### src/assert_macros.svh
// ----------------------------------------------------------------------------
// assert_macros
// assertion macros used by the rtl file ssg_walk
// ----------------------------------------------------------------------------
// every macro samples on clk and is disabled while rst is high
`ifndef ASSERT_MACROS_SVH
`define ASSERT_MACROS_SVH

// condition holds at every clock edge
`define ASSERT_ALWAYS(lbl, expr) \
  lbl: assert property (@(posedge clk) disable iff (rst) (expr)) \
    else $error("assertion failed");

// consequence holds in the same cycle as the antecedent
`define ASSERT_IMPLY(lbl, ante, cons) \
  lbl: assert property (@(posedge clk) disable iff (rst) (ante) |-> (cons)) \
    else $error("assertion failed");

// consequence holds in the cycle after the antecedent
`define ASSERT_NEXT(lbl, ante, cons) \
  lbl: assert property (@(posedge clk) disable iff (rst) (ante) |=> (cons)) \
    else $error("assertion failed");

`endif

### src/ssg_pkg.sv
// ----------------------------------------------------------------------------
// ssg_pkg
// types and constants shared by the stencil sparsity generator files
// ----------------------------------------------------------------------------
package ssg_pkg;

  localparam int SIZE_W  = 11;
  localparam int AREA_W  = 2 * SIZE_W;
  localparam int COUNT_W = 35;
  localparam int COL_W   = 30;
  localparam int DATA_W  = 32;
  localparam int ADDR_W  = 5;
  localparam int MAX_ROW = 27;

  // register indexes on the configuration port
  typedef enum logic [2:0] {
    REG_SIZE_X  = 3'd0,
    REG_SIZE_Y  = 3'd1,
    REG_SIZE_Z  = 3'd2,
    REG_REACH_X = 3'd3,
    REG_REACH_Y = 3'd4,
    REG_REACH_Z = 3'd5
  } reg_idx_t;

  // configuration seen by the datapath
  typedef struct packed {
    logic [SIZE_W-1:0] size_x;
    logic [SIZE_W-1:0] size_y;
    logic [SIZE_W-1:0] size_z;
    logic              reach_x;
    logic              reach_y;
    logic              reach_z;
  } cfg_t;

  // sequencer states
  typedef enum logic [2:0] {
    ST_IDLE,
    ST_AREA,
    ST_PLANE,
    ST_ROW,
    ST_ADD,
    ST_WALK
  } state_t;

  // operand selection of the shared multiplier
  typedef enum logic [1:0] {
    MUL_AREA,
    MUL_PLANE,
    MUL_ROW
  } mul_sel_t;

endpackage

### src/ssg_node_if.sv
// ----------------------------------------------------------------------------
// ssg_node_if
// input channel: one row node per item
// ----------------------------------------------------------------------------
interface ssg_node_if #(
  parameter int COORD_BITS = 10
);
  logic                  valid;
  logic                  ready;
  logic [COORD_BITS-1:0] node_x;
  logic [COORD_BITS-1:0] node_y;
  logic [COORD_BITS-1:0] node_z;

  modport source (output valid, output node_x, output node_y, output node_z, input ready);
  modport sink   (input valid, input node_x, input node_y, input node_z, output ready);
endinterface

### src/ssg_entry_if.sv
// ----------------------------------------------------------------------------
// ssg_entry_if
// output channel: one column entry per item
// ----------------------------------------------------------------------------
interface ssg_entry_if;
  logic                         valid;
  logic                         ready;
  logic [ssg_pkg::COUNT_W-1:0]  row_begin;
  logic [ssg_pkg::COUNT_W-1:0]  entry_pos;
  logic [ssg_pkg::COL_W-1:0]    column_node;
  logic                         row_last;

  modport source (output valid, output row_begin, output entry_pos, output column_node,
                  output row_last, input ready);
  modport sink   (input valid, input row_begin, input entry_pos, input column_node,
                  input row_last, output ready);
endinterface

### src/ssg_cfg_regs.sv
// ----------------------------------------------------------------------------
// ssg_cfg_regs
// apb register file holding grid sizes and stencil reach
// ----------------------------------------------------------------------------
module ssg_cfg_regs (
  input  logic                         clk,
  input  logic                         rst,
  input  logic                         psel,
  input  logic                         penable,
  input  logic                         pwrite,
  input  logic [ssg_pkg::ADDR_W-1:0]   paddr,
  input  logic [ssg_pkg::DATA_W-1:0]   pwdata,
  output logic [ssg_pkg::DATA_W-1:0]   prdata,
  output logic                         pready,
  output ssg_pkg::cfg_t                cfg
);

  localparam int SW = ssg_pkg::SIZE_W;
  localparam int DW = ssg_pkg::DATA_W;

  logic       wr_en;
  logic [2:0] idx;

  assign pready = 1'b1;
  assign wr_en  = psel && penable && pwrite;
  assign idx    = paddr[4:2];

  // register writes
  always_ff @(posedge clk) begin
    if (rst) begin
      cfg.size_x  <= SW'(1);
      cfg.size_y  <= SW'(1);
      cfg.size_z  <= SW'(1);
      cfg.reach_x <= 1'b1;
      cfg.reach_y <= 1'b1;
      cfg.reach_z <= 1'b1;
    end else if (wr_en) begin
      case (idx)
        ssg_pkg::REG_SIZE_X:  cfg.size_x  <= pwdata[SW-1:0];
        ssg_pkg::REG_SIZE_Y:  cfg.size_y  <= pwdata[SW-1:0];
        ssg_pkg::REG_SIZE_Z:  cfg.size_z  <= pwdata[SW-1:0];
        ssg_pkg::REG_REACH_X: cfg.reach_x <= pwdata[0];
        ssg_pkg::REG_REACH_Y: cfg.reach_y <= pwdata[0];
        ssg_pkg::REG_REACH_Z: cfg.reach_z <= pwdata[0];
        default: ;
      endcase
    end
  end

  // read mux
  always_comb begin
    case (idx)
      ssg_pkg::REG_SIZE_X:  prdata = DW'(cfg.size_x);
      ssg_pkg::REG_SIZE_Y:  prdata = DW'(cfg.size_y);
      ssg_pkg::REG_SIZE_Z:  prdata = DW'(cfg.size_z);
      ssg_pkg::REG_REACH_X: prdata = DW'(cfg.reach_x);
      ssg_pkg::REG_REACH_Y: prdata = DW'(cfg.reach_y);
      ssg_pkg::REG_REACH_Z: prdata = DW'(cfg.reach_z);
      default:              prdata = '0;
    endcase
  end

endmodule

### src/ssg_mul.sv
// ----------------------------------------------------------------------------
// ssg_mul
// shared multiplier with registered product, used for the index offsets
// ----------------------------------------------------------------------------
module ssg_mul (
  input  logic                        clk,
  input  ssg_pkg::mul_sel_t           sel,
  input  logic [ssg_pkg::SIZE_W-1:0]  size_x,
  input  logic [ssg_pkg::SIZE_W-1:0]  size_y,
  input  logic [ssg_pkg::SIZE_W-1:0]  lo_y,
  input  logic [ssg_pkg::SIZE_W-1:0]  lo_z,
  output logic [ssg_pkg::COL_W-1:0]   q
);

  localparam int SW = ssg_pkg::SIZE_W;
  localparam int AW = ssg_pkg::AREA_W;
  localparam int PW = AW + SW;

  logic [AW-1:0] op_a;
  logic [SW-1:0] op_b;
  logic [PW-1:0] prod;

  // operand selection
  always_comb begin
    case (sel)
      ssg_pkg::MUL_AREA: begin
        op_a = AW'(size_x);
        op_b = size_y;
      end
      ssg_pkg::MUL_PLANE: begin
        op_a = q[AW-1:0];
        op_b = lo_z;
      end
      default: begin
        op_a = AW'(size_x);
        op_b = lo_y;
      end
    endcase
  end

  assign prod = PW'(op_a) * PW'(op_b);

  // product register, reduced to the index width
  always_ff @(posedge clk) begin
    q <= prod[ssg_pkg::COL_W-1:0];
  end

endmodule

### src/ssg_walk.sv
// ----------------------------------------------------------------------------
// ssg_walk
// clips the stencil box, sequences the multiplier and walks the neighbours
// ----------------------------------------------------------------------------
`include "assert_macros.svh"

module ssg_walk #(
  parameter int COORD_BITS = 10
) (
  input  logic                       clk,
  input  logic                       rst,
  input  ssg_pkg::cfg_t              cfg,
  input  logic [ssg_pkg::COL_W-1:0]  mul_q,
  output ssg_pkg::mul_sel_t          mul_sel,
  output logic [ssg_pkg::SIZE_W-1:0] mul_lo_y,
  output logic [ssg_pkg::SIZE_W-1:0] mul_lo_z,
  ssg_node_if.sink                   node,
  ssg_entry_if.source                entry
);

  localparam int SW = ssg_pkg::SIZE_W;
  localparam int AW = ssg_pkg::AREA_W;
  localparam int CW = ssg_pkg::COUNT_W;
  localparam int LW = ssg_pkg::COL_W;
  // width for the clip compares
  localparam int WW = ((COORD_BITS > SW) ? COORD_BITS : SW) + 1;
  // width of a coordinate inside a non-empty clipped range
  localparam int HB = ((COORD_BITS + 1) < SW) ? (COORD_BITS + 1) : SW;

  ssg_pkg::state_t state, state_next;

  logic [WW-1:0] c_w [3];
  logic [WW-1:0] r_w [3];
  logic [WW-1:0] n_w [3];
  logic [WW-1:0] lo_w [3];
  logic [WW-1:0] hi_w [3];
  logic [WW-1:0] top_w [3];
  logic [WW-1:0] nm1_w [3];
  logic          empty;

  logic [HB-1:0] lo  [3];
  logic [HB-1:0] hi  [3];
  logic [HB-1:0] cur [3];

  logic [AW-1:0] area;
  logic [LW-1:0] plane;
  logic [LW-1:0] first_row;
  logic [LW-1:0] row_base;
  logic [CW-1:0] count;
  logic [CW-1:0] begin_q;

  logic          out_valid;
  logic [CW-1:0] out_begin;
  logic [CW-1:0] out_pos;
  logic [LW-1:0] out_col;
  logic          out_last;

  logic          accept;
  logic          load;
  logic          x_end;
  logic          y_end;
  logic          z_end;
  logic          last;
  logic [LW-1:0] next_plane_row;

  // clip each axis of the incoming node
  always_comb begin
    c_w[0] = WW'(node.node_x);
    c_w[1] = WW'(node.node_y);
    c_w[2] = WW'(node.node_z);
    r_w[0] = WW'(cfg.reach_x);
    r_w[1] = WW'(cfg.reach_y);
    r_w[2] = WW'(cfg.reach_z);
    n_w[0] = WW'(cfg.size_x);
    n_w[1] = WW'(cfg.size_y);
    n_w[2] = WW'(cfg.size_z);
    empty  = 1'b0;
    for (int a = 0; a < 3; a++) begin
      lo_w[a]  = (c_w[a] >= r_w[a]) ? (c_w[a] - r_w[a]) : '0;
      top_w[a] = c_w[a] + r_w[a];
      nm1_w[a] = n_w[a] - WW'(1);
      hi_w[a]  = (top_w[a] > nm1_w[a]) ? nm1_w[a] : top_w[a];
      if ((n_w[a] == '0) || (lo_w[a] > hi_w[a])) begin
        empty = 1'b1;
      end
    end
  end

  // walk position flags
  assign x_end = (cur[0] == hi[0]);
  assign y_end = (cur[1] == hi[1]);
  assign z_end = (cur[2] == hi[2]);
  assign last  = x_end && y_end && z_end;

  assign node.ready = (state == ssg_pkg::ST_IDLE);
  assign accept     = node.valid && node.ready;
  assign load       = (state == ssg_pkg::ST_WALK) && (!out_valid || entry.ready);

  assign mul_lo_y       = SW'(lo[1]);
  assign mul_lo_z       = SW'(lo[2]);
  assign next_plane_row = first_row + LW'(area);

  // state register
  always_ff @(posedge clk) begin
    if (rst) begin
      state <= ssg_pkg::ST_IDLE;
    end else begin
      state <= state_next;
    end
  end

  // next state and multiplier select
  always_comb begin
    state_next = state;
    mul_sel    = ssg_pkg::MUL_ROW;
    case (state)
      ssg_pkg::ST_IDLE: begin
        if (accept && !empty) begin
          state_next = ssg_pkg::ST_AREA;
        end
      end
      ssg_pkg::ST_AREA: begin
        mul_sel    = ssg_pkg::MUL_AREA;
        state_next = ssg_pkg::ST_PLANE;
      end
      ssg_pkg::ST_PLANE: begin
        mul_sel    = ssg_pkg::MUL_PLANE;
        state_next = ssg_pkg::ST_ROW;
      end
      ssg_pkg::ST_ROW: begin
        mul_sel    = ssg_pkg::MUL_ROW;
        state_next = ssg_pkg::ST_ADD;
      end
      ssg_pkg::ST_ADD: begin
        state_next = ssg_pkg::ST_WALK;
      end
      ssg_pkg::ST_WALK: begin
        if (load && last) begin
          state_next = ssg_pkg::ST_IDLE;
        end
      end
      default: state_next = ssg_pkg::ST_IDLE;
    endcase
  end

  // control registers: output valid and nonzero counter
  always_ff @(posedge clk) begin
    if (rst) begin
      out_valid <= 1'b0;
      count     <= '0;
    end else begin
      if (load) begin
        out_valid <= 1'b1;
        count     <= count + CW'(1);
      end else if (entry.ready) begin
        out_valid <= 1'b0;
      end
    end
  end

  // datapath registers
  always_ff @(posedge clk) begin
    case (state)
      ssg_pkg::ST_IDLE: begin
        if (accept) begin
          for (int a = 0; a < 3; a++) begin
            lo[a]  <= lo_w[a][HB-1:0];
            hi[a]  <= hi_w[a][HB-1:0];
            cur[a] <= lo_w[a][HB-1:0];
          end
        end
      end
      ssg_pkg::ST_PLANE: area <= mul_q[AW-1:0];
      ssg_pkg::ST_ROW:   plane <= mul_q;
      ssg_pkg::ST_ADD: begin
        first_row <= plane + mul_q;
        row_base  <= plane + mul_q;
        begin_q   <= count;
      end
      ssg_pkg::ST_WALK: begin
        if (load) begin
          out_begin <= begin_q;
          out_pos   <= count;
          out_col   <= row_base + LW'(cur[0]);
          out_last  <= last;
          // step x, then y, then z
          if (!x_end) begin
            cur[0] <= cur[0] + HB'(1);
          end else begin
            cur[0] <= lo[0];
            if (!y_end) begin
              cur[1]   <= cur[1] + HB'(1);
              row_base <= row_base + LW'(cfg.size_x);
            end else begin
              cur[1] <= lo[1];
              if (!z_end) begin
                cur[2]    <= cur[2] + HB'(1);
                first_row <= next_plane_row;
                row_base  <= next_plane_row;
              end
            end
          end
        end
      end
      default: ;
    endcase
  end

  assign entry.valid       = out_valid;
  assign entry.row_begin   = out_begin;
  assign entry.entry_pos   = out_pos;
  assign entry.column_node = out_col;
  assign entry.row_last    = out_last;

  // checks
  `ASSERT_IMPLY(a_row_bound, out_valid, CW'(out_pos - out_begin) < CW'(ssg_pkg::MAX_ROW))
  `ASSERT_NEXT(a_last_idle, load && last, state == ssg_pkg::ST_IDLE)
  `ASSERT_NEXT(a_count_step, load, count == CW'($past(count) + CW'(1)))
  `ASSERT_IMPLY(a_x_range, state == ssg_pkg::ST_WALK, (cur[0] >= lo[0]) && (cur[0] <= hi[0]))

endmodule

### src/stencil_sparsity_generator_unit.sv
// ----------------------------------------------------------------------------
// stencil_sparsity_generator_unit
// csr column pattern of a 3d box stencil, one neighbour entry per item
// ----------------------------------------------------------------------------
//   channel  dir  role
//   node     in   row node coordinates node_x, node_y, node_z
//   entry    out  row_begin, entry_pos, column_node, row_last per neighbour
//   apb      in   grid sizes and stencil reach, byte address 4*index
//
// after accept, a row passes the setup states AREA, PLANE, ROW and ADD,
// in which the shared multiplier forms size_x*size_y, the plane offset and
// the row offset in series, then the walk loads one entry per cycle while
// entry is not back-pressured. a node whose box clips to nothing gives no
// entries and stays in idle. node.ready is high only between rows.
// entry back-pressure stalls the walk. rst is synchronous and clears the
// configuration registers, the sequencer and the nonzero counter.
module stencil_sparsity_generator_unit #(
  parameter int COORD_BITS = 10
) (
  input  logic                         clk,
  input  logic                         rst,
  ssg_node_if.sink                     node,
  ssg_entry_if.source                  entry,
  input  logic                         psel,
  input  logic                         penable,
  input  logic                         pwrite,
  input  logic [ssg_pkg::ADDR_W-1:0]   paddr,
  input  logic [ssg_pkg::DATA_W-1:0]   pwdata,
  output logic [ssg_pkg::DATA_W-1:0]   prdata,
  output logic                         pready
);

  ssg_pkg::cfg_t              cfg;
  ssg_pkg::mul_sel_t          mul_sel;
  logic [ssg_pkg::COL_W-1:0]  mul_q;
  logic [ssg_pkg::SIZE_W-1:0] mul_lo_y;
  logic [ssg_pkg::SIZE_W-1:0] mul_lo_z;

  // configuration registers
  ssg_cfg_regs u_cfg (
    .clk     (clk),
    .rst     (rst),
    .psel    (psel),
    .penable (penable),
    .pwrite  (pwrite),
    .paddr   (paddr),
    .pwdata  (pwdata),
    .prdata  (prdata),
    .pready  (pready),
    .cfg     (cfg)
  );

  // shared multiplier
  ssg_mul u_mul (
    .clk    (clk),
    .sel    (mul_sel),
    .size_x (cfg.size_x),
    .size_y (cfg.size_y),
    .lo_y   (mul_lo_y),
    .lo_z   (mul_lo_z),
    .q      (mul_q)
  );

  // sequencer and neighbour walk
  ssg_walk #(
    .COORD_BITS (COORD_BITS)
  ) u_walk (
    .clk      (clk),
    .rst      (rst),
    .cfg      (cfg),
    .mul_q    (mul_q),
    .mul_sel  (mul_sel),
    .mul_lo_y (mul_lo_y),
    .mul_lo_z (mul_lo_z),
    .node     (node),
    .entry    (entry)
  );

endmodule
### src/flat_wrapper.sv
// flat-port wrapper written by rule: the top's interface ports become plain ports
module stencil_sparsity_generator_unit_flat 
#(
  parameter int COORD_BITS = 10
)
  (clk, rst, psel, penable, pwrite, paddr, pwdata, prdata, pready, node_valid, node_node_x, node_node_y, node_node_z, node_ready, entry_valid, entry_row_begin, entry_entry_pos, entry_column_node, entry_row_last, entry_ready);
  ssg_node_if #(.COORD_BITS(COORD_BITS)) node_i ();
  ssg_entry_if entry_i ();
  input  logic clk;
  input  logic rst;
  input  logic psel;
  input  logic penable;
  input  logic pwrite;
  input  logic [ssg_pkg::ADDR_W-1:0] paddr;
  input  logic [ssg_pkg::DATA_W-1:0] pwdata;
  output logic [ssg_pkg::DATA_W-1:0] prdata;
  output logic pready;
  input wire logic [$bits(node_i.valid)-1:0] node_valid;
  input wire logic [$bits(node_i.node_x)-1:0] node_node_x;
  input wire logic [$bits(node_i.node_y)-1:0] node_node_y;
  input wire logic [$bits(node_i.node_z)-1:0] node_node_z;
  output wire logic [$bits(node_i.ready)-1:0] node_ready;
  output wire logic [$bits(entry_i.valid)-1:0] entry_valid;
  output wire logic [$bits(entry_i.row_begin)-1:0] entry_row_begin;
  output wire logic [$bits(entry_i.entry_pos)-1:0] entry_entry_pos;
  output wire logic [$bits(entry_i.column_node)-1:0] entry_column_node;
  output wire logic [$bits(entry_i.row_last)-1:0] entry_row_last;
  input wire logic [$bits(entry_i.ready)-1:0] entry_ready;
  assign node_i.valid = node_valid;
  assign node_i.node_x = node_node_x;
  assign node_i.node_y = node_node_y;
  assign node_i.node_z = node_node_z;
  assign node_ready = node_i.ready;
  assign entry_valid = entry_i.valid;
  assign entry_row_begin = entry_i.row_begin;
  assign entry_entry_pos = entry_i.entry_pos;
  assign entry_column_node = entry_i.column_node;
  assign entry_row_last = entry_i.row_last;
  assign entry_i.ready = entry_ready;
  stencil_sparsity_generator_unit #(.COORD_BITS(COORD_BITS)) u_core (.clk(clk), .rst(rst), .node(node_i), .entry(entry_i), .psel(psel), .penable(penable), .pwrite(pwrite), .paddr(paddr), .pwdata(pwdata), .prdata(prdata), .pready(pready));
endmodule
### config.mk
export PLATFORM = sky130hd
export DESIGN_NAME = stencil_sparsity_generator_unit_flat
export DESIGN_NICKNAME = d
export VERILOG_FILES = /design/src/ssg_pkg.sv /design/src/ssg_node_if.sv /design/src/ssg_entry_if.sv /design/src/ssg_cfg_regs.sv /design/src/ssg_mul.sv /design/src/ssg_walk.sv /design/src/stencil_sparsity_generator_unit.sv /design/src/flat_wrapper.sv
export VERILOG_INCLUDE_DIRS = /design/src /design/src/src
export SDC_FILE = /design/constraint.sdc
export NUM_CORES = 2
export LEC_CHECK = 0
export BUFFER_PORTS_ARGS = -buffer_cell sky130_fd_sc_hd__buf_2
export CORE_AREA = 2 2 260 262
export CTS_CLUSTER_SIZE = 14
export DETAILED_ROUTE_END_ITERATION = 12
export DIE_AREA = 0 0 262 264
export PLACE_DENSITY = 0.64
export SYNTH_ARGS = -nofsm -noshare
export SYNTH_HDL_FRONTEND = slang
export SYNTH_SLANG_ARGS = --single-unit
### constraint.sdc
create_clock -name clk -period 13.72 [get_ports clk]
set_clock_uncertainty 0.2 [all_clocks]
set_input_delay 2.744 -clock clk [delete_from_list [all_inputs] [get_ports clk]]
set_output_delay 2.744 -clock clk [all_outputs]
set_load 0.005 [all_outputs]
==> results.cfg <==
[routing]
wire_per_inst_um = 17.9
vias = 23900
viasPerCell = 5.49
drtIter0Drc = 1467
wl_mm = 78.2
ant_nets = 0
post-route-drc-count = 0
drtPass1Iterations = 5

[pwr]
p_sw_share_pct = 34.9
combPwrFrac_pct = 33.8
seq_power_share_pct = 37.2
powerDensity_nw_per_um2 = 133
power_switching_w = 0.00168
p_int_w = 0.00313
ir_worst_vdd_mv = 0.102
p_leak_nw = 14.8
pwr-share-clk_pct = 29.0

[cells_and_area]
final_cell_mix = nor2_1 (374), edfxtp_1 (347), nand2_1 (326), inv_1 (284), ha_1 (221)
drive_gt1_share_pct = 10.7
final_cells = 4359
area_growth_pct = 10.4
layout_commonest_cell = nor2_1
nets = 3920

[synthesis]
synth_ff_type = edfxtp_1
syn_inst = 3322
post_synth.cell_area_avg_um2 = 9.87
netlist_area_um2 = 32800
ys_types = 87
ys_ff_latch = 452
ys_warn_count = 0
ys_seq_area_share_pct = 38.2
synth-edff-count = 347
ys_async_sr_fraction_pct = 0

[worst_setup_path]
critPathKind = reg2reg
rr_worst_depth = 22
slowest_stage = dfxtp_2
slowest_delay_ns = 0.95
cp_cell_sequence = nor3b_4 -> buf_4 -> mux2i_1 -> nor2_1 -> fa_1 -> inv_1 -> fa_1 -> inv_1 -> fa_1 -> fa_1 -> inv_1 -> fa_1 -> inv_1 -> ha_1 -> o21ai_0 -> nand2b_1 -> o311ai_1 -> a2111oi_2 -> o211ai_1 -> a311oi_1 -> mux2i_1 -> nand4_1
crit_path_start_kind = register
crit_buf_inv = 5
crit_family = adder cells
crit_start = u_core.u_walk.state[1]
crit_top_cell = fa_1
r2r_setup_slack_ns = 5.45
crit_fanout = 81
regToRegEndpoint = u_core.u_mul.q[29]
endpoint_kind = register
worstPathRequired_ns = 13.98
r2r_start = u_core.u_walk.state[1]
crit_arrival_ns = 8.53

[floorplan]
die-area_um2 = 69200
rows = 95
fp.dieH_um = 264
start_util_pct = 49.3
coreArea_um2 = 66600
die_x_um = 262
pin_count = 210

[timing]
slew_violations = 0
fmax_ghz = 0.121
rsz0062_at_grt = no
finalCriticalPeriod_ns = 8.27
slew_headroom_pct = 13.7
finalCritPeriodShare_pct = 60.3
hold_viol = 0
setup_tns_ns = 0
finalSetupViolations = 0
worst_slew_pin_slew_ns = 1.29

[global_routing]
grt_use_total_pct = 22.5
grt_max_degree = 82
antenna_found_initial = 1
grt_pass1_wl_mm = 124
grt_pass1_vias = 23000
grt_overflow = 0

[clock_network]
worstSkewPairLatency_ns = 0.62
cts_hold_buf = 0
htreeDepth = 2
ctsLongestPathBuffers = 3
clkTransAtPathRegs_ns = 0.06
cts_resized = 0
cts_buffers = 49
cts_tree = yes
cts_root_buf = clkbuf_16
post_cts_buffers = 0
clock-sinks = 452

[placed_design]
place_congestion = 0.935
hpwl_mm = 59.5
dp_cells = 4266
port-buffer-count = 164

[run]
max_cap_viol_count = 0

[status]
status = complete, no violations

[hold_path]
hp-class = reg2reg
holdPathEnd = u_core.u_walk.entry.row_begin[23]
holdCritStartpoint = u_core.u_walk.begin_q[23]
hold_depth = 0
metrics by stage:
step / hold slack [ns] / area (um^2) / power (W) / setup WS (ns) / utilization (%)
2_1_floorplan: 0.200 / 32900 / 0.00300 / 6.38 / -
4_1_cts: 0.219 / 36200 / 0.00484 / 5.46 / 54.4
5_1_grt: 0.219 / 36200 / 0.00511 / 4.93 / 54.4
3_3_place_gp: 0.201 / 34500 / 0.00340 / 5.47 / 51.8
3_5_place_dp: 0.205 / 34500 / 0.00343 / 5.44 / 51.8
6_report: 0.217 / 36200 / 0.00480 / 5.45 / 54.4
final cells by class:
class,count,area [um^2]
timing repair buffer,198,1080
clock inverter,29,394
antenna,1,2.50
inverter,286,1080
sequential,452,12500
multi-input combinational,2457,18700
clock buffer,63,1330
fill,5992,30400
tap,873,1090
worst register-to-register path, delay by kind of cell (launching register included):
kind | cells | cell delay (ns)
adders and majority gates | 6 | 2.98
buffers and inverters | 5 | 0.94
AOI/OAI and AO/OA | 5 | 1.46
muxes | 2 | 0.93
DFF | 1 | 0.95
and+or+nand+nor | 4 | 0.65
cell usage after synthesis (64+ instances only):
cell,number,area [um^2]
nor2_1,374,1400
edfxtp_1,347,10400
nand2_1,326,1220
inv_1,285,1070
ha_1,221,2770
a21oi_1,183,916
fa_1,181,3620
xnor2_1,173,1520
o21ai_0,120,601
xor2_1,118,1030
dfxtp_1,105,2100
clkbuf_1,102,383
nand3_1,93,465
mux2i_1,73,731
a21o_1,64,480
how the worst max path moves through the flow:
stage                                         to  depth (start not counted)
after global routing          u_core.u_mul.q[29]                         22
after CTS                     u_core.u_mul.q[29]                         22
after floorplan           u_core.u_walk.state[0]                         24
after global placement    u_core.u_walk.state[0]                         21
after detailed placement  u_core.u_walk.state[0]                         21
final                         u_core.u_mul.q[29]                         22
power by group through the flow:
| stage | Sequential [W] | Clock (W) | Combinational [W] |
|---|---|---|---|
| final | 0.00179 | 0.00139 | 0.00162 |
| after global routing | 0.00180 | 0.00147 | 0.00184 |
| after CTS | 0.00179 | 0.00142 | 0.00163 |
| after detailed placement | 0.00182 | 0 | 0.00162 |
| after global placement | 0.00181 | 0 | 0.00159 |
| after floorplan | 0.00176 | 0 | 0.00125 |
state kept, by name, indices dropped and copies added (netlist names):
name	flops
u_core.u_walk.entry.entry_pos	35
u_core.u_walk.plane	30
u_core.u_walk.first_row	30
u_core.u_walk.state	3
u_core.u_walk.lo	33
u_core.u_walk.area	22
u_core.u_walk.hi	33
u_core.u_mul.q	30
u_core.u_walk.begin_q	35
u_core.u_walk.entry.row_begin	35
u_core.u_walk.cur	33
u_core.u_walk.row_base	30
u_core.u_walk.count	35
u_core.u_walk.entry.valid	1
u_core.u_cfg.cfg	36
u_core.u_walk.entry.column_node	30
u_core.u_walk.entry.row_last	1
cell families (layout without fill, tap and decap cells):
group                    Yosys count  in the layout  share of synthesized area, %
buffers and inverters            436            576                          5.29
multiplexers                     115            115                          3.67
adder cells (fa/ha/maj)          402            402                          19.5
other                              2             26                        0.0229
AO/OA/AOI/OAI                    554            554                          10.8
flip-flops                       452            452                          38.2
AND/OR/NAND/NOR                 1070           1070                          14.8
XOR/XNOR                         291            291                          7.77
per-layer routing:
metal  share of wire (%)  up-vias  GRT usage [%]
li1                    -    11700              -
met1                  46    11500           32.0
met2                  46      629           36.4
met3                 5.2      124           2.30
met4                 2.8        0           6.75
met5                   0        -              0
Note: power is estimated with default switching activity, not from simulation.
